<file path="src/sv/lcp_pkg.sv">
package lcp_pkg;

   // line store depth default
   localparam int LINE_BYTES_DEF = 12;

   // received byte count saturates here
   localparam int COUNT_W   = 4;
   localparam int COUNT_MAX = 14;

   // result kinds
   localparam logic [1:0] KIND_ECHO   = 2'd0;
   localparam logic [1:0] KIND_FRAME  = 2'd1;
   localparam logic [1:0] KIND_STATUS = 2'd2;

   // command status codes
   localparam logic [1:0] STAT_NONE    = 2'd0;
   localparam logic [1:0] STAT_COLOUR  = 2'd1;
   localparam logic [1:0] STAT_RAINBOW = 2'd2;
   localparam logic [1:0] STAT_FORMAT  = 2'd3;

   // sequence positions of the back end: echo, 20 frame words, status
   localparam int POS_W = 5;
   localparam logic [POS_W-1:0] POS_ECHO        = 5'd0;
   localparam logic [POS_W-1:0] POS_FRAME_FIRST = 5'd1;
   localparam logic [POS_W-1:0] POS_FRAME_LAST  = 5'd20;
   localparam logic [POS_W-1:0] POS_STATUS      = 5'd21;

   // job queue between front and back
   localparam int QUEUE_DEPTH = 2;
   localparam int QPTR_W      = 1;

   // one job: everything the back end sends for one accepted word
   typedef struct packed {
      logic            has_echo;
      logic [7:0]      echo_byte;
      logic            has_frame;
      logic [8:0][7:0] rgb;        // R6 G6 B6 R7 G7 B7 R8 G8 B8
      logic            has_status;
      logic [1:0]      status;
   } job_type;

endpackage

</file>
<file path="src/sv/lcp_if.sv">
interface lcp_req_if;
   logic       valid;
   logic       ready;
   logic       func;
   logic [7:0] rx_byte;

   modport source (output valid, output func, output rx_byte, input ready);
   modport sink (input valid, input func, input rx_byte, output ready);
endinterface

interface lcp_rsp_if;
   logic       valid;
   logic       ready;
   logic [1:0] kind;
   logic [7:0] data_byte;
   logic [1:0] status;
   logic       last;

   modport source (output valid, output kind, output data_byte, output status,
                   output last, input ready);
   modport sink (input valid, input kind, input data_byte, input status,
                 input last, output ready);
endinterface

</file>
<file path="src/sv/lcp_front.sv">
module lcp_front
   import lcp_pkg::*;
#(
   parameter int LINE_BYTES = LINE_BYTES_DEF
) (
   input  logic    clock,
   input  logic    reset,
   lcp_req_if.sink req,
   output logic    push,
   output job_type push_job,
   input  logic    queue_full
);

   localparam int IDX_W = $clog2(LINE_BYTES);

   localparam logic [7:0] CHAR_CR   = 8'h0D;
   localparam logic [7:0] CHAR_HASH = 8'h23;
   localparam logic [7:0] CHAR_D    = 8'h44;
   localparam logic [7:0] CHAR_6    = 8'h36;
   localparam logic [7:0] CHAR_8    = 8'h38;
   localparam logic [7:0] TICK_LAST = 8'd254;
   localparam logic [7:0] WHEEL_ONE = 8'd85;
   localparam logic [7:0] WHEEL_TWO = 8'd170;
   localparam logic [COUNT_W-1:0] COUNT_RAINBOW = 4'd13;
   localparam logic [COUNT_W-1:0] COUNT_COLOUR  = 4'd10;
   localparam logic [11:0][7:0] RAINBOW_TEXT = {
      8'h57, 8'h4F, 8'h42, 8'h4E, 8'h49, 8'h41,
      8'h52, 8'h4C, 8'h4C, 8'h55, 8'h46, 8'h23
   };

   function automatic logic is_hex(input logic [7:0] c);
      return (c >= 8'h30 && c <= 8'h39) || (c >= 8'h41 && c <= 8'h46);
   endfunction

   function automatic logic [3:0] nibble(input logic [7:0] c);
      logic [7:0] v;
      v = '0;
      if (c >= 8'h30 && c <= 8'h39) begin
         v = c - 8'h30;
      end else if (c >= 8'h41 && c <= 8'h46) begin
         v = c - 8'h37;
      end
      return v[3:0];
   endfunction

   logic [LINE_BYTES-1:0][7:0] line_ff, line_in;
   logic [COUNT_W-1:0]         count_ff, count_in, count_next;
   logic [8:0][7:0]            colour_ff, colour_in, colour_upd;
   logic                       rainbow_ff, rainbow_in;
   logic [7:0]                 tick_ff, tick_in, tick_next;

   logic             accept;
   logic             colour_ok, rainbow_ok;
   logic [1:0]       led;
   logic [7:0]       wp, wq, wr, wg, wb;
   logic [9:0]       wq3;
   logic [IDX_W-1:0] wr_idx;

   assign req.ready = !queue_full;
   assign accept    = req.valid && req.ready;

   always_comb begin
      // command checks on the stored line
      colour_ok = (line_ff[0] == CHAR_HASH) && (line_ff[7] == CHAR_D)
                  && (line_ff[8] >= CHAR_6) && (line_ff[8] <= CHAR_8);
      for (int i = 1; i < 7; i++) begin
         colour_ok = colour_ok && is_hex(line_ff[i]);
      end
      rainbow_ok = 1'b1;
      for (int i = 0; i < 12; i++) begin
         rainbow_ok = rainbow_ok && (line_ff[i] == RAINBOW_TEXT[i]);
      end

      led = 2'(line_ff[8] - CHAR_6);
      colour_upd = colour_ff;
      for (int l = 0; l < 3; l++) begin
         if (led == 2'(l)) begin
            colour_upd[l*3]   = {nibble(line_ff[1]), nibble(line_ff[2])};
            colour_upd[l*3+1] = {nibble(line_ff[3]), nibble(line_ff[4])};
            colour_upd[l*3+2] = {nibble(line_ff[5]), nibble(line_ff[6])};
         end
      end

      // tick counter wraps from 254 to 0
      tick_next  = (tick_ff == TICK_LAST) ? '0 : tick_ff + 8'd1;
      count_next = (count_ff < COUNT_W'(COUNT_MAX)) ? count_ff + 4'd1 : count_ff;
      wr_idx     = IDX_W'(count_next - 4'd1);

      // color wheel for the new tick value
      wp = 8'd255 - tick_next;
      if (wp < WHEEL_ONE) begin
         wq = wp;
      end else if (wp < WHEEL_TWO) begin
         wq = wp - WHEEL_ONE;
      end else begin
         wq = wp - WHEEL_TWO;
      end
      wq3 = {2'b00, wq} + {1'b0, wq, 1'b0};
      if (wp < WHEEL_ONE) begin
         wr = 8'd255 - wq3[7:0];
         wg = '0;
         wb = wq3[7:0];
      end else if (wp < WHEEL_TWO) begin
         wr = '0;
         wg = wq3[7:0];
         wb = 8'd255 - wq3[7:0];
      end else begin
         wr = wq3[7:0];
         wg = 8'd255 - wq3[7:0];
         wb = '0;
      end

      line_in    = line_ff;
      count_in   = count_ff;
      colour_in  = colour_ff;
      rainbow_in = rainbow_ff;
      tick_in    = tick_ff;
      push       = 1'b0;
      push_job   = '0;

      if (accept) begin
         if (req.func) begin
            tick_in = tick_next;
            if (rainbow_ff) begin
               push               = 1'b1;
               push_job.has_frame = 1'b1;
               for (int l = 0; l < 3; l++) begin
                  push_job.rgb[l*3]   = wr;
                  push_job.rgb[l*3+1] = wg;
                  push_job.rgb[l*3+2] = wb;
               end
            end
         end else begin
            count_in           = count_next;
            push               = 1'b1;
            push_job.has_echo  = 1'b1;
            push_job.echo_byte = req.rx_byte;
            if (int'(count_next) <= LINE_BYTES) begin
               line_in[wr_idx] = req.rx_byte;
            end
            if (req.rx_byte == CHAR_CR) begin
               push_job.has_status = 1'b1;
               push_job.status     = STAT_FORMAT;
               if (count_next == COUNT_RAINBOW && rainbow_ok) begin
                  rainbow_in      = 1'b1;
                  push_job.status = STAT_RAINBOW;
               end else if (count_next == COUNT_COLOUR && colour_ok) begin
                  colour_in          = colour_upd;
                  rainbow_in         = 1'b0;
                  push_job.has_frame = 1'b1;
                  push_job.rgb       = colour_upd;
                  push_job.status    = STAT_COLOUR;
               end
               line_in  = '0;
               count_in = '0;
            end
         end
      end
   end

   always_ff @(posedge clock) begin
      if (reset) begin
         line_ff    <= '0;
         count_ff   <= '0;
         colour_ff  <= '0;
         rainbow_ff <= 1'b0;
         tick_ff    <= '0;
      end else begin
         line_ff    <= line_in;
         count_ff   <= count_in;
         colour_ff  <= colour_in;
         rainbow_ff <= rainbow_in;
         tick_ff    <= tick_in;
      end
   end

   a_count_sat: assert property (@(posedge clock) disable iff (reset)
      count_ff <= COUNT_W'(COUNT_MAX))
      else $error("received count beyond saturation");

   a_no_push_full: assert property (@(posedge clock) disable iff (reset)
      push |-> !queue_full)
      else $error("job pushed into a full queue");

   a_tick_range: assert property (@(posedge clock) disable iff (reset)
      tick_ff != 8'd255)
      else $error("tick counter out of range");

endmodule

</file>
<file path="src/sv/lcp_queue.sv">
module lcp_queue
   import lcp_pkg::*;
(
   input  logic    clock,
   input  logic    reset,
   input  logic    push,
   input  job_type push_job,
   output logic    full,
   input  logic    pop,
   output job_type pop_job,
   output logic    empty
);

   job_type             slot_ff [QUEUE_DEPTH];
   logic [QPTR_W-1:0]   wr_ptr_ff, wr_ptr_in;
   logic [QPTR_W-1:0]   rd_ptr_ff, rd_ptr_in;
   logic [QPTR_W:0]     fill_ff, fill_in;
   logic                do_push, do_pop;

   function automatic logic [QPTR_W-1:0] ptr_step(input logic [QPTR_W-1:0] p);
      return (p == QPTR_W'(QUEUE_DEPTH - 1)) ? '0 : p + 1'b1;
   endfunction

   assign full    = (fill_ff == (QPTR_W+1)'(QUEUE_DEPTH));
   assign empty   = (fill_ff == '0);
   assign do_push = push && !full;
   assign do_pop  = pop && !empty;
   assign pop_job = slot_ff[rd_ptr_ff];

   always_comb begin
      wr_ptr_in = do_push ? ptr_step(wr_ptr_ff) : wr_ptr_ff;
      rd_ptr_in = do_pop ? ptr_step(rd_ptr_ff) : rd_ptr_ff;
      fill_in   = fill_ff;
      if (do_push && !do_pop) begin
         fill_in = fill_ff + 1'b1;
      end else if (do_pop && !do_push) begin
         fill_in = fill_ff - 1'b1;
      end
   end

   always_ff @(posedge clock) begin
      if (do_push) begin
         slot_ff[wr_ptr_ff] <= push_job;
      end
   end

   always_ff @(posedge clock) begin
      if (reset) begin
         wr_ptr_ff <= '0;
         rd_ptr_ff <= '0;
         fill_ff   <= '0;
      end else begin
         wr_ptr_ff <= wr_ptr_in;
         rd_ptr_ff <= rd_ptr_in;
         fill_ff   <= fill_in;
      end
   end

   a_fill_bound: assert property (@(posedge clock) disable iff (reset)
      fill_ff <= (QPTR_W+1)'(QUEUE_DEPTH))
      else $error("queue fill beyond depth");

endmodule

</file>
<file path="src/sv/lcp_back.sv">
module lcp_back
   import lcp_pkg::*;
(
   input  logic      clock,
   input  logic      reset,
   input  job_type   pop_job,
   input  logic      empty,
   output logic      pop,
   lcp_rsp_if.source rsp
);

   logic             active_ff, active_in;
   job_type          job_ff, job_in;
   logic [POS_W-1:0] pos_ff, pos_in;
   logic             rsp_valid_ff, rsp_valid_in;
   logic [1:0]       kind_ff, kind_in;
   logic [7:0]       data_ff, data_in;
   logic [1:0]       status_ff, status_in;
   logic             last_ff, last_in;

   logic             advance, done_next;
   logic [POS_W-1:0] pos_follow, start_pos, f;
   logic [3:0]       g, rgb_idx;
   logic [7:0]       frame_byte;

   assign rsp.valid     = rsp_valid_ff;
   assign rsp.kind      = kind_ff;
   assign rsp.data_byte = data_ff;
   assign rsp.status    = status_ff;
   assign rsp.last      = last_ff;

   assign advance = active_ff && (!rsp_valid_ff || rsp.ready);
   assign pop     = !active_ff && !empty;

   always_comb begin
      // frame word for the current position
      f          = pos_ff - POS_FRAME_FIRST;
      g          = 4'(f - 5'd4);
      rgb_idx    = 4'({2'b00, g[3:2]} * 4'd3) + 4'd3 - {2'b00, g[1:0]};
      frame_byte = 8'hE1;
      if (f < 5'd4) begin
         frame_byte = 8'h00;
      end else if (f >= 5'd16) begin
         frame_byte = 8'hFF;
      end else if (g[1:0] != 2'd0) begin
         frame_byte = job_ff.rgb[rgb_idx];
      end

      // where the sequence goes after this word
      done_next  = 1'b0;
      pos_follow = pos_ff + 1'b1;
      if (pos_ff == POS_ECHO) begin
         if (job_ff.has_frame) begin
            pos_follow = POS_FRAME_FIRST;
         end else if (job_ff.has_status) begin
            pos_follow = POS_STATUS;
         end else begin
            done_next = 1'b1;
         end
      end else if (pos_ff == POS_FRAME_LAST) begin
         if (job_ff.has_status) begin
            pos_follow = POS_STATUS;
         end else begin
            done_next = 1'b1;
         end
      end else if (pos_ff == POS_STATUS) begin
         done_next = 1'b1;
      end

      if (pop_job.has_echo) begin
         start_pos = POS_ECHO;
      end else if (pop_job.has_frame) begin
         start_pos = POS_FRAME_FIRST;
      end else begin
         start_pos = POS_STATUS;
      end

      active_in    = active_ff;
      job_in       = job_ff;
      pos_in       = pos_ff;
      rsp_valid_in = rsp_valid_ff;
      kind_in      = kind_ff;
      data_in      = data_ff;
      status_in    = status_ff;
      last_in      = last_ff;

      if (advance) begin
         rsp_valid_in = 1'b1;
         last_in      = done_next;
         status_in    = STAT_NONE;
         if (pos_ff == POS_ECHO) begin
            kind_in = KIND_ECHO;
            data_in = job_ff.echo_byte;
         end else if (pos_ff == POS_STATUS) begin
            kind_in   = KIND_STATUS;
            data_in   = '0;
            status_in = job_ff.status;
         end else begin
            kind_in = KIND_FRAME;
            data_in = frame_byte;
         end
         if (done_next) begin
            active_in = 1'b0;
         end else begin
            pos_in = pos_follow;
         end
      end else if (rsp_valid_ff && rsp.ready) begin
         rsp_valid_in = 1'b0;
      end

      if (pop) begin
         active_in = 1'b1;
         job_in    = pop_job;
         pos_in    = start_pos;
      end
   end

   always_ff @(posedge clock) begin
      if (reset) begin
         active_ff    <= 1'b0;
         pos_ff       <= '0;
         rsp_valid_ff <= 1'b0;
      end else begin
         active_ff    <= active_in;
         pos_ff       <= pos_in;
         rsp_valid_ff <= rsp_valid_in;
      end
   end

   always_ff @(posedge clock) begin
      job_ff    <= job_in;
      kind_ff   <= kind_in;
      data_ff   <= data_in;
      status_ff <= status_in;
      last_ff   <= last_in;
   end

   a_status_last: assert property (@(posedge clock) disable iff (reset)
      rsp_valid_ff && kind_ff == KIND_STATUS |-> last_ff)
      else $error("status word is not the last word of its job");

   a_plain_status: assert property (@(posedge clock) disable iff (reset)
      rsp_valid_ff && kind_ff != KIND_STATUS |-> status_ff == STAT_NONE)
      else $error("echo or frame word carries a status");

endmodule

</file>
<file path="src/sv/led_command_parser_frame_gen.sv">
// channel    dir  handshake      payload
// req_chan   in   valid/ready    func, rx_byte
// rsp_chan   out  valid/ready    kind, data_byte, status, last
//
// a byte gives 1 word, a CR 2, a color command CR 22, a rainbow-mode tick 20 words;
// the back end loads each job, then sends one word per cycle unless rsp_chan stalls
// the front end takes a word whenever the two-entry job queue has room
// synchronous active-high reset clears line store, count, colors, rainbow mode and tick
// a stalled rsp_chan holds its word; the front keeps accepting until the queue fills
module led_command_parser_frame_gen
   import lcp_pkg::*;
#(
   parameter int LINE_BYTES = LINE_BYTES_DEF
) (
   input  logic      clock,
   input  logic      reset,
   lcp_req_if.sink   req_chan,
   lcp_rsp_if.source rsp_chan
);

   // jobs from the parser to the word sequencer
   logic    push, pop, queue_full, queue_empty;
   job_type push_job, pop_job;

   // front: echo, line capture, command decode, color and tick state
   lcp_front #(
      .LINE_BYTES(LINE_BYTES)
   ) u_front (
      .clock      (clock),
      .reset      (reset),
      .req        (req_chan),
      .push       (push),
      .push_job   (push_job),
      .queue_full (queue_full)
   );

   // decouples parsing from word output
   lcp_queue u_queue (
      .clock    (clock),
      .reset    (reset),
      .push     (push),
      .push_job (push_job),
      .full     (queue_full),
      .pop      (pop),
      .pop_job  (pop_job),
      .empty    (queue_empty)
   );

   // back: walks echo, frame and status words into the output register
   lcp_back u_back (
      .clock   (clock),
      .reset   (reset),
      .pop_job (pop_job),
      .empty   (queue_empty),
      .pop     (pop),
      .rsp     (rsp_chan)
   );

endmodule

</file>
<file path="src/flat_wrapper.sv">
// flat-port wrapper written by rule: the top's interface ports become plain ports
module led_command_parser_frame_gen_flat import lcp_pkg::*;
#(
   parameter int LINE_BYTES = LINE_BYTES_DEF
)
  (clock, reset, req_chan_valid, req_chan_func, req_chan_rx_byte, req_chan_ready, rsp_chan_valid, rsp_chan_kind, rsp_chan_data_byte, rsp_chan_status, rsp_chan_last, rsp_chan_ready);
  lcp_req_if req_chan_i ();
  lcp_rsp_if rsp_chan_i ();
  input  logic clock;
  input  logic reset;
  input wire logic [$bits(req_chan_i.valid)-1:0] req_chan_valid;
  input wire logic [$bits(req_chan_i.func)-1:0] req_chan_func;
  input wire logic [$bits(req_chan_i.rx_byte)-1:0] req_chan_rx_byte;
  output wire logic [$bits(req_chan_i.ready)-1:0] req_chan_ready;
  output wire logic [$bits(rsp_chan_i.valid)-1:0] rsp_chan_valid;
  output wire logic [$bits(rsp_chan_i.kind)-1:0] rsp_chan_kind;
  output wire logic [$bits(rsp_chan_i.data_byte)-1:0] rsp_chan_data_byte;
  output wire logic [$bits(rsp_chan_i.status)-1:0] rsp_chan_status;
  output wire logic [$bits(rsp_chan_i.last)-1:0] rsp_chan_last;
  input wire logic [$bits(rsp_chan_i.ready)-1:0] rsp_chan_ready;
  assign req_chan_i.valid = req_chan_valid;
  assign req_chan_i.func = req_chan_func;
  assign req_chan_i.rx_byte = req_chan_rx_byte;
  assign req_chan_ready = req_chan_i.ready;
  assign rsp_chan_valid = rsp_chan_i.valid;
  assign rsp_chan_kind = rsp_chan_i.kind;
  assign rsp_chan_data_byte = rsp_chan_i.data_byte;
  assign rsp_chan_status = rsp_chan_i.status;
  assign rsp_chan_last = rsp_chan_i.last;
  assign rsp_chan_i.ready = rsp_chan_ready;
  led_command_parser_frame_gen #(.LINE_BYTES(LINE_BYTES)) u_core (.clock(clock), .reset(reset), .req_chan(req_chan_i), .rsp_chan(rsp_chan_i));
endmodule
</file>
<file path="config.mk">
export PLATFORM = sky130hd
export DESIGN_NAME = led_command_parser_frame_gen_flat
export DESIGN_NICKNAME = d
export VERILOG_FILES = /design/src/sv/lcp_pkg.sv /design/src/sv/lcp_if.sv /design/src/sv/lcp_front.sv /design/src/sv/lcp_queue.sv /design/src/sv/lcp_back.sv /design/src/sv/led_command_parser_frame_gen.sv /design/src/flat_wrapper.sv
export SDC_FILE = /design/constraint.sdc
export NUM_CORES = 1
export LEC_CHECK = 0
export ABC_AREA = 1
export BUFFER_PORTS_ARGS = -buffer_cell sky130_fd_sc_hd__buf_2
export CAP_MARGIN = 20
export CORE_MARGIN = 4
export CORE_UTILIZATION = 33
export CTS_BUF_LIST = sky130_fd_sc_hd__clkbuf_16
export CTS_CLUSTER_SIZE = 30
export DETAILED_ROUTE_END_ITERATION = 8
export GPL_TIMING_DRIVEN = 0
export PLACE_DENSITY = 0.51
export SYNTH_ARGS = -nofsm -noshare
export SYNTH_HDL_FRONTEND = slang
export SYNTH_HIERARCHICAL = 1
export SYNTH_SLANG_ARGS = --single-unit
</file>
<file path="constraint.sdc">
create_clock -name clock -period 7.36 [get_ports clock]
set_input_delay 1.84 -clock clock [delete_from_list [all_inputs] [get_ports clock]]
set_output_delay 1.84 -clock clock [all_outputs]
set_load 0.005 [all_outputs]
</file>
==> results of run 1 <==
-- state kept, by name, summed over array words and instances, names as in the netlist, named ones only --
name / cells
u_core/u_queue/fill_ff: 2
u_core/u_front/tick_ff: 8
u_core/u_back/rsp.kind: 2
u_core/u_back/job_ff: 84
u_core/u_back/rsp.data_byte: 8
u_core/u_back/rsp.last: 1
u_core/u_front/colour_ff: 72
u_core/u_back/active_ff: 1
u_core/u_queue/rd_ptr_ff: 1
u_core/u_queue/slot_ff: 170
u_core/u_front/line_ff: 96
u_core/u_back/rsp.valid: 1
u_core/u_front/rainbow_ff: 1
u_core/u_front/count_ff: 4
u_core/u_back/pos_ff: 5
u_core/u_queue/wr_ptr_ff: 1
u_core/u_back/rsp.status: 2
-- kinds of logic after synthesis --
group,count (synthesis),share of synthesized area (%)
mux,91,4.61
simple gates,889,18.2
compound gates,511,13.3
buf+inv,340,6.72
fa+ha+maj,47,2.73
flops,460,53.8
xor+xnor,15,0.629
-- metrics by stage --
stage	utilization, %	setup TNS, ns
after floorplan	-	0
final	38.0	0
after detailed placement	35.6	0
after CTS	38.0	0
after global placement	35.3	-386.23
after global routing	38.0	0
-- routing by layer --
layer	up-vias	global-route usage, %
met5	-	0
met2	523	29.3
met1	8223	25.7
li1	8252	-
met4	0	5.63
met3	105	2.17
-- placed cells by master (no fill, tap or decap), types with 49 or more instances in the layout --
cell and n:
nand3_1 109, nor2_1 271, o21ai_0 193, edfxtp_1 267
dfxtp_1 193, clkbuf_1 57, a21oi_1 185, inv_1 214
nand2_1 365, mux2_1 50, clkbuf_16 49
-- cell type report --
class	instances	area, sq um
Fill cell	6491	40900
Sequential cell	460	11900
Multi-Input combinational cell	1553	8730
Clock buffer	49	1230
Tap cell	864	1080
Inverter	240	911
Buffer	100	572
Clock inverter	42	398
Timing Repair Buffer	33	288
Antenna cell	1	2.50
-- how the worst max path moves through the flow --
stage | slack, ns | end | startpoint | cells past startpoint
final | 1.92 | u_core/u_queue/slot_ff[1][24]$_DFFE_PP_ | u_core/u_front/tick_ff[0]$_SDFFE_PP0P_ | 29
after global routing | 1.61 | u_core/u_queue/slot_ff[0][24]$_DFFE_PP_ | u_core/u_front/tick_ff[0]$_SDFFE_PP0P_ | 29
after CTS | 2.07 | u_core/u_queue/slot_ff[1][24]$_DFFE_PP_ | u_core/u_front/tick_ff[0]$_SDFFE_PP0P_ | 29
after detailed placement | 2.09 | u_core/u_queue/slot_ff[0][24]$_DFFE_PP_ | u_core/u_front/tick_ff[0]$_SDFFE_PP0P_ | 29
after global placement | -2.26 | u_core/u_queue/slot_ff[1][12]$_DFFE_PP_ | req_chan_valid | 7
after floorplan | 0.74 | u_core/u_queue/slot_ff[0][0]$_DFFE_PP_ | req_chan_func | 6
-- power by group through the flow --
stage | registers (W) | clock network, W | logic (W)
after detailed placement | 0.00344 | 0 | 0.00279
after CTS | 0.00339 | 0.00254 | 0.00281
after global placement | 0.00353 | 0 | 0.00272
after floorplan | 0.00343 | 0 | 0.00192
after global routing | 0.00342 | 0.00265 | 0.00309
final | 0.00339 | 0.00247 | 0.00279
-- worst max-delay path: cells and delay by family (launching register included) --
family                   cells  cell delay, ns
flip-flops                   1            0.47
buffers and inverters        9            0.93
AND/OR/NAND/NOR             10            1.68
adder cells (fa/ha/maj)      4            1.01
XOR/XNOR                     1            0.17
AO/OA/AOI/OAI                5            0.86
==> impl_metrics.yaml, run 1 <==
run_status:
  status: "finished clean"
clocking:
  cts.path.max_buffers: 3
  h-tree-depth: 2
  clockRootBuffer: "clkbuf_16"
  cts_tree: "done"
  cts-buffers-inserted: 49
  clkLatencyLatePin_ns: 0.62
  cts_setup_buffers: 0
  hold_buffers: 0
  clock-sinks: 460
  cts_resized: 0
  clk_pin_slew_ns: 0.06
timing:
  clock.fmax_mhz: 184
  setup_ws_ns: 1.92
  worstMarginPinSlew_ns: 1.07
  hold_ws_ns: 0.445
  fin_skew_ns: 0.0405
  rsz0062_at_grt: "no"
  setup_violations: 0
  fin_crit_ns: 5.44
  period_share_pct: 73.9
  hold_viol_final: 0
  slew_violations: 0
  maxSlewHeadroom_pct: 28.6
floorplan:
  num_rows: 94
  start_util_pct: 33.4
  die_x_microns: 267
  pin_count: 28
  die_area_sq_mm: 0.0711
  die_h_microns: 267
  coreArea_sq_mm: 0.0660
detailed_routing:
  wl_met3_microns: 3440
  dr.pass1.iters: 6
  wl_met2_microns: 29900
  routed_via_density: 5.12
  wire_per_inst_microns: 19.6
  met1Wirelength_microns: 30200
  drt_wl_total_microns: 65400
  maxUsedRoutingLayer: "met4"
  drtAntennaViolNets: 0
  drt_iter0_drc: 1528
  vias: 17100
  drc_errors: 0
worst_hold_path:
  hp-start: "u_core/u_front/colour_ff[49]$_SDFFE_PP0P_"
  min_path_cells: 2
  hp-class: "flip-flop to flip-flop"
  hold_path_end: "u_core/u_front/colour_ff[49]$_SDFFE_PP0P_"
synthesis:
  synth_area_leader_cell: "edfxtp_1"
  ys_ff_latch: 460
  synth-main-ff-cell: "edfxtp_1"
  yosys-top-cells-count: "nand2_1, nor2_1, edfxtp_1, inv_1"
  netlist_instances: 2353
  syn_area_per_cell_sq_um: 9.38
  synth-edff-count: 267
  ys_seq_area_share_pct: 53.8
  synth_warnings: 6
  syn_nets: 2413
  synth_top_area_share_pct: 36.3
  yosysMostFrequentCell: "nand2_1"
  syn_area_sq_mm: 0.0221
  synth_cell_types: 74
  yosys-top-cells-area: "edfxtp_1, dfxtp_1, nand2_1, nor2_1, o21ai_0"
  ys_async_sr_fraction_pct: 0
power:
  p_per_area_mw_per_mm2: 345
  swShare_pct: 35.9
  p_switching_w: 0.00310
  internal-power_w: 0.00555
  seq_power_share_pct: 39.2
  ir_drop_v: 0.000162
  leakage_nw: 9.43
  combPwrFrac_pct: 32.2
  totalPowerFinal_w: 0.00865
  pwr-share-clk_pct: 28.6
critical_path:
  r2r_end: "u_core/u_queue/slot_ff[1][24]$_DFFE_PP_"
  path_common_cell: "inv_1"
  critPathLaunchType: "flip-flop"
  worstPathArrival_ns: 5.75
  path_class: "flip-flop to flip-flop"
  r2r_start: "u_core/u_front/tick_ff[0]$_SDFFE_PP0P_"
  ff2ff_path_depth: 29
  cp-end-kind: "flip-flop"
  worst-path-max-fanout: 10
  cp_slowest_cell: "nor3_1"
  cp.required_ns: 7.68
  cpPeakStageDelay_ns: 0.61
  ff2ff_setup_slack_ns: 1.92
global_routing:
  grt_pass1_vias: 16200
  antenna_found_initial: 0
  grt_max_degree: 35
  gr-total-overflow: 0
  grt_usage_pct: 18.2
  grt_pass1_wl_microns: 99400
placed_design:
  dp_cells: 3250
  io_buffers: 24
  routabilityCongestion: 0.944
  placed_cell_area_sq_mm: 0.0235
  post-place-ws_ns: 2.09
  place_hpwl_microns: 48900
final_layout:
  syn_to_final_growth_pct: 13.7
  stdcell_count: 3342
  fin_area_sq_mm: 0.0251
  drive_gt1_share_pct: 12.2
  fin_nets: 2497
job:
  max_cap_violations: 0
(Power assumes the default switching activity.)
==> run 2: changes to the inputs <==
Settings changed: PLACE_DENSITY 0.51 to 0.53.
Clock period 7.36 ns to 4.5 ns, I/O delays scaled along.
==> run 2 against run 1 <==
Effect of this change:
- the run now ends with antenna rules left
- highest routed layer unchanged
- non-clock buffer count grew 23
- sequential share of layout area down 0.94 points
- cell count grew 0.78%
- combinational power is 73% higher
- via count grew 0.94%
- die area stayed put
- flip-flop and latch count did not move
- core utilization increased by 0.79 points
- maximum frequency up 26%
- critical path depth stayed put
- power is 65% higher
- register-to-register slack got worse by 1.8 ns
==> impl_metrics.yaml, run 2 (same netlist as run 1, synthesis figures left out) <==
clocking:
  clockRootBuffer: "clkbuf_16"
  clk_pin_slew_ns: 0.06
  clock-sinks: 460
  clkLatencyLatePin_ns: 0.63
  cts-buffers-inserted: 50
  cts.path.max_buffers: 3
  cts_tree: "done"
  h-tree-depth: 2
detailed_routing:
  vias: 17300
  wire_per_inst_microns: 19.6
  drt_wl_total_microns: 65900
  drtAntennaViolNets: 1
  routed_via_density: 5.13
  drc_errors: 0
  drt_iter0_drc: 1593
  dr.pass1.iters: 6
power:
  leakage_nw: 9.57
  pwr-share-clk_pct: 27.0
  seq_power_share_pct: 39.0
  p_per_area_mw_per_mm2: 556
  internal-power_w: 0.00906
  combPwrFrac_pct: 34.0
  p_switching_w: 0.00519
  swShare_pct: 36.4
  ir_drop_v: 0.000277
final_layout:
  largest_reg_flops: 170
  fin_area_sq_mm: 0.0256
  final_common_cell: "nand2_1"
  syn_to_final_growth_pct: 16.0
  regMostFlops: "u_core/u_queue/slot_ff"
  reg_top3: "u_core/u_queue/slot_ff (170), u_core/u_front/line_ff (96), u_core/u_back/job_ff (84)"
  final_cell_mix: "nand2_1, edfxtp_1, nor2_1"
  fin_nets: 2522
  fillCellCount: 6513
  stdcell_count: 3368
  drive_gt1_share_pct: 15.2
floorplan:
  num_rows: 94
  die_h_microns: 267
  pin_count: 28
  coreArea_sq_mm: 0.0660
  die_x_microns: 267
  die_area_sq_mm: 0.0711
  start_util_pct: 33.4
global_routing:
  antenna_found_initial: 1
  grt_pass1_vias: 16200
  grt_pass1_wl_microns: 98800
  grt_max_degree: 34
  grt_usage_pct: 18.0
  gr-total-overflow: 0
placed_design:
  placed_cell_area_sq_mm: 0.0234
  dp_cells: 3248
  place_hpwl_microns: 48500
  routabilityCongestion: 0.912
  io_buffers: 24
timing:
  hold_viol_final: 0
  worstMarginPinSlew_ns: 1.10
  period_share_pct: 96.2
  hold_ws_ns: 0.446
  setup_violations: 0
  fin_skew_ns: 0.0585
  fin_crit_ns: 4.33
  slew_violations: 0
  clock.fmax_mhz: 231
  maxSlewHeadroom_pct: 26.1
run_status:
  status: "finished with violations"
  violations: "antenna rules"
critical_path:
  critPathBufInv: 10
  cp.required_ns: 4.82
  cp-end-kind: "flip-flop"
  path_class: "flip-flop to flip-flop"
  cpPeakStageDelay_ns: 0.41
  critPathLaunchType: "flip-flop"
  worstPathArrival_ns: 4.65
  worst-path-max-fanout: 7
  cp_slowest_cell: "dfxtp_4"
  crit_family: "adder cells"
  path_common_cell: "inv_2"
worst_hold_path:
  hp-class: "flip-flop to flip-flop"
job:
  max_cap_violations: 0
-- run 2: cell count changes in the layout (fill, tap and decap cells not counted), moves of 8 or more --
cell	before	now
buf_4	7	29
a21oi_1	185	172
nor2_1	271	261
a21oi_4	2	10
nand2_1	365	357
nor3_1	29	21
-- run 2: worst min-delay path, delay by kind of cell (launching register included) --
family,cells,cell delay (ns)
buf+inv,1,0.05
compound gates,1,0.05
flops,1,0.29
-- run 2: area by class of cell --
type	count	area (sq um)	area share [%]
flip-flops and latches	460	11900	46.4
multi-input cells	1554	9130	35.7
clock buffers	50	1250	4.89
well taps	864	1080	4.22
inverters	240	923	3.61
plain buffers	100	588	2.30
repair buffers	56	447	1.74
clock inverters	39	284	1.11
diodes	5	12.5	0.0489
-- run 2: routing by layer --
metal	track usage, %	wire [microns]	vias to the layer above
met5	0	0	-
met4	6.54	2350	0
met3	2.23	3300	127
met2	28.8	29900	509
met1	25.4	30300	8314
li1	-	-	8313
-- run 2: what timing repair did --
item / CTS / global route
resized for setup: 59 / 45
pin swaps: 11 / 27
buffers inserted: 4 / 21
gates cloned: 0 / 1
endpoints found under the setup margin: 102 / 100
hold buffers: 0 / 0
-- run 2: final timing paths --
path                                             startpoint                                   endpoint  slack (ns)  cells past startpoint
hold reg to reg   u_core/u_front/colour_ff[38]$_SDFFE_PP0P_  u_core/u_front/colour_ff[38]$_SDFFE_PP0P_        0.45                      2
setup reg to reg     u_core/u_front/tick_ff[0]$_SDFFE_PP0P_    u_core/u_queue/slot_ff[0][72]$_DFFE_PP_        0.17                     29
setup / recovery     u_core/u_front/tick_ff[0]$_SDFFE_PP0P_    u_core/u_queue/slot_ff[0][72]$_DFFE_PP_        0.17                     29
hold / removal    u_core/u_front/colour_ff[38]$_SDFFE_PP0P_  u_core/u_front/colour_ff[38]$_SDFFE_PP0P_        0.45                      2
-- run 2: per-stage QoR --
stage	setup TNS (ns)	utilization, %	power (W)	setup slack (ns)
floorplan	-239.61	-	0.00872	-1.41
global placement	-782.98	35.3	0.0102	-4.40
detailed placement	-39.69	35.5	0.0102	-0.795
CTS	-0.0972	38.3	0.0142	-0.0486
global route	-0.170	38.8	0.0151	-0.0418
finish	0	38.8	0.0142	0.170
-- run 2: power by group through the flow --
stage	sequential, W	combinational [W]	clock [W]
5_1_grt	0.00561	0.00533	0.00412
4_1_cts	0.00557	0.00468	0.00395
3_5_place_dp	0.00564	0.00454	0
3_3_place_gp	0.00574	0.00443	0
2_1_floorplan	0.00559	0.00313	0
6_report	0.00555	0.00484	0.00384
==> run 3: changes to the inputs <==
Settings changed: PLACE_DENSITY 0.53 to 0.45, REMOVE_ABC_BUFFERS from default to 1, SLEW_MARGIN from default to 10.
==> run 3 against run 2 <==
Effect of this change:
- the run now ends clean
- maximum frequency rose by 1.6%
- power rose by 4.4%
- first-iteration DRC count fell by 20%
- clock power rose by 8.6%
- worst setup slack improved by 0.068 ns
- sequential power barely moved
- hold slack improved by 0.00076 ns
- via count fell by 3.6%
- critical path depth did not move
- routed wire length fell by 4.5%
- register-to-register slack improved by 0.07 ns
- core utilization fell by 0.22 points
==> impl_metrics.yaml, run 3 (same netlist as run 1, synthesis figures left out) <==
run_status:
  status: "finished clean"
placed_design:
  io_buffers: 27
  post-place-ws_ns: -1.08
  routabilityCongestion: 0.821
  place_hpwl_microns: 42100
timing:
  hold_ws_ns: 0.447
  fin_skew_ns: 0.0271
  clock.fmax_mhz: 235
  slew_violations: 0
  hold_viol_final: 0
  setup_ws_ns: 0.239
  fin_crit_ns: 4.26
  worstMarginPinSlew_ns: 1.12
  setup_violations: 0
  maxSlewHeadroom_pct: 25.3
  period_share_pct: 94.7
  tns_ns: 0
detailed_routing:
  routed_via_density: 5.06
  met1Wirelength_microns: 29300
  wl_met3_microns: 2670
  maxUsedRoutingLayer: "met4"
  wl_met2_microns: 29100
  drc_errors: 0
  drt_wl_total_microns: 62900
  wire_per_inst_microns: 19.1
  dr.pass1.iters: 6
  drtAntennaViolNets: 0
  drt_iter0_drc: 1269
  vias: 16600
clocking:
  clk_pin_slew_ns: 0.06
  clockRootBuffer: "clkbuf_16"
  cts_tree: "done"
  cts-buffers-inserted: 52
  clock-sinks: 460
  hold_buffers: 0
  clkLatencyLatePin_ns: 0.60
  h-tree-depth: 2
  cts.path.max_buffers: 3
power:
  totalPowerFinal_w: 0.0149
  p_per_area_mw_per_mm2: 584
  ir_drop_v: 0.000408
  leakage_nw: 9.51
critical_path:
  ff2ff_setup_slack_ns: 0.24
  cp-end-kind: "flip-flop"
  ff2ff_path_depth: 29
  critPathLaunchType: "flip-flop"
  cp_slowest_cell: "dfxtp_4"
  path_class: "flip-flop to flip-flop"
  worst-path-max-fanout: 8
  r2r_end: "u_core/u_queue/slot_ff[1][74]$_DFFE_PP_"
  worstPathArrival_ns: 4.68
  cp.required_ns: 4.92
  r2r_start: "u_core/u_front/tick_ff[0]$_SDFFE_PP0P_"
  cpPeakStageDelay_ns: 0.37
floorplan:
  coreArea_sq_mm: 0.0660
  num_rows: 94
  die_x_microns: 267
  pin_count: 28
  die_h_microns: 267
  die_area_sq_mm: 0.0711
  start_util_pct: 33.4
worst_hold_path:
  hold_path_end: "u_core/u_front/colour_ff[43]$_SDFFE_PP0P_"
  min_path_cells: 2
  hp-class: "flip-flop to flip-flop"
  hp-start: "u_core/u_front/colour_ff[43]$_SDFFE_PP0P_"
global_routing:
  grt_usage_pct: 17.5
  gr-total-overflow: 0
  grt_pass1_wl_microns: 95900
  grt_pass1_vias: 16000
  antenna_found_initial: 0
  grt_max_degree: 76
final_layout:
  fillCellCount: 6476
  antennaDiodeCount: 0
  regMostFlops: "u_core/u_queue/slot_ff"
  drive_gt1_share_pct: 14.9
  final_common_cell: "nand2_1"
  largest_reg_flops: 170
  syn_to_final_growth_pct: 15.4
  reg_top3: "u_core/u_queue/slot_ff (170), u_core/u_front/line_ff (96), u_core/u_back/job_ff (84)"
  fin_nets: 2443
  final_util_pct: 38.6
  final_cell_mix: "nand2_1, edfxtp_1, nor2_1"
job:
  max_cap_violations: 0
[run 3: cell count changes in the layout (fill, tap and decap cells not counted), moves of 6 or more]
cell      before  now
clkbuf_1      57    0
buf_2         41   26
buf_6         14    1
buf_16         0    9
nor2_2        21   27
[run 3: area by class of cell]
| cell class | count | area, sq um | area share [%] |
|---|---|---|---|
| Clock buffer | 52 | 1300 | 5.11 |
| Clock inverter | 45 | 365 | 1.44 |
| Inverter | 240 | 927 | 3.64 |
| Multi-Input combinational cell | 1556 | 9080 | 35.7 |
| Sequential cell | 460 | 11900 | 46.7 |
| Tap cell | 864 | 1080 | 4.25 |
| Timing Repair Buffer | 73 | 815 | 3.20 |
[run 3: metrics by stage]
stage | instances | area (sq um)
3_3_place_gp | 3144 | 22700
6_report | 3290 | 25500
2_1_floorplan | 2253 | 21500
5_1_grt | 3290 | 25500
3_5_place_dp | 3166 | 23200
4_1_cts | 3277 | 25200
[run 3: critical path, delay by kind of cell (launching register included)]
family	cells	cell delay, ns
and+or+nand+nor	14	1.32
AOI/OAI and AO/OA	6	1.12
adders and majority gates	3	0.64
buffers and inverters	5	0.39
DFF	1	0.37
xor gates and xnor gates	1	0.20
[run 3: what timing repair did]
item                       in CTS  in global routing
gates cloned                    2                  1
setup endpoints to repair     135                142
pin swaps                      16                 23
resized for setup              39                 33
buffers inserted               12                 11
[run 3: how the worst max path moves through the flow]
stage                     slack [ns]  cells past startpoint                                    start                                       to
after floorplan                -1.40                      6                           req_chan_valid   u_core/u_queue/slot_ff[0][0]$_DFFE_PP_
after global placement         -5.66                      6                            req_chan_func  u_core/u_queue/slot_ff[1][40]$_DFFE_PP_
after global routing           -0.01                     28   u_core/u_front/tick_ff[0]$_SDFFE_PP0P_   u_core/u_queue/slot_ff[0][9]$_DFFE_PP_
after detailed placement       -1.08                      8                            req_chan_func  u_core/u_queue/slot_ff[0][67]$_DFFE_PP_
final                           0.24                     29   u_core/u_front/tick_ff[0]$_SDFFE_PP0P_  u_core/u_queue/slot_ff[1][74]$_DFFE_PP_
after CTS                      0.009                     12  u_core/u_front/line_ff[65]$_SDFFE_PP0P_  u_core/u_queue/slot_ff[1][52]$_DFFE_PP_
[run 3: metal layers]
| layer | up-vias | global-route usage, % |
|---|---|---|
| li1 | 8155 | - |
| met1 | 8033 | 24.1 |
| met2 | 353 | 28.5 |
| met3 | 107 | 2.66 |
| met4 | 0 | 5.27 |
| met5 | - | 0 |
[run 3: report_power, final]
part	switching (W)	total [W]	leakage, nW	internal, W
logic	0.00347	0.00514	4.57	0.00166
clock network	0.00173	0.00417	0.880	0.00244
registers	0.000275	0.00557	4.06	0.00530
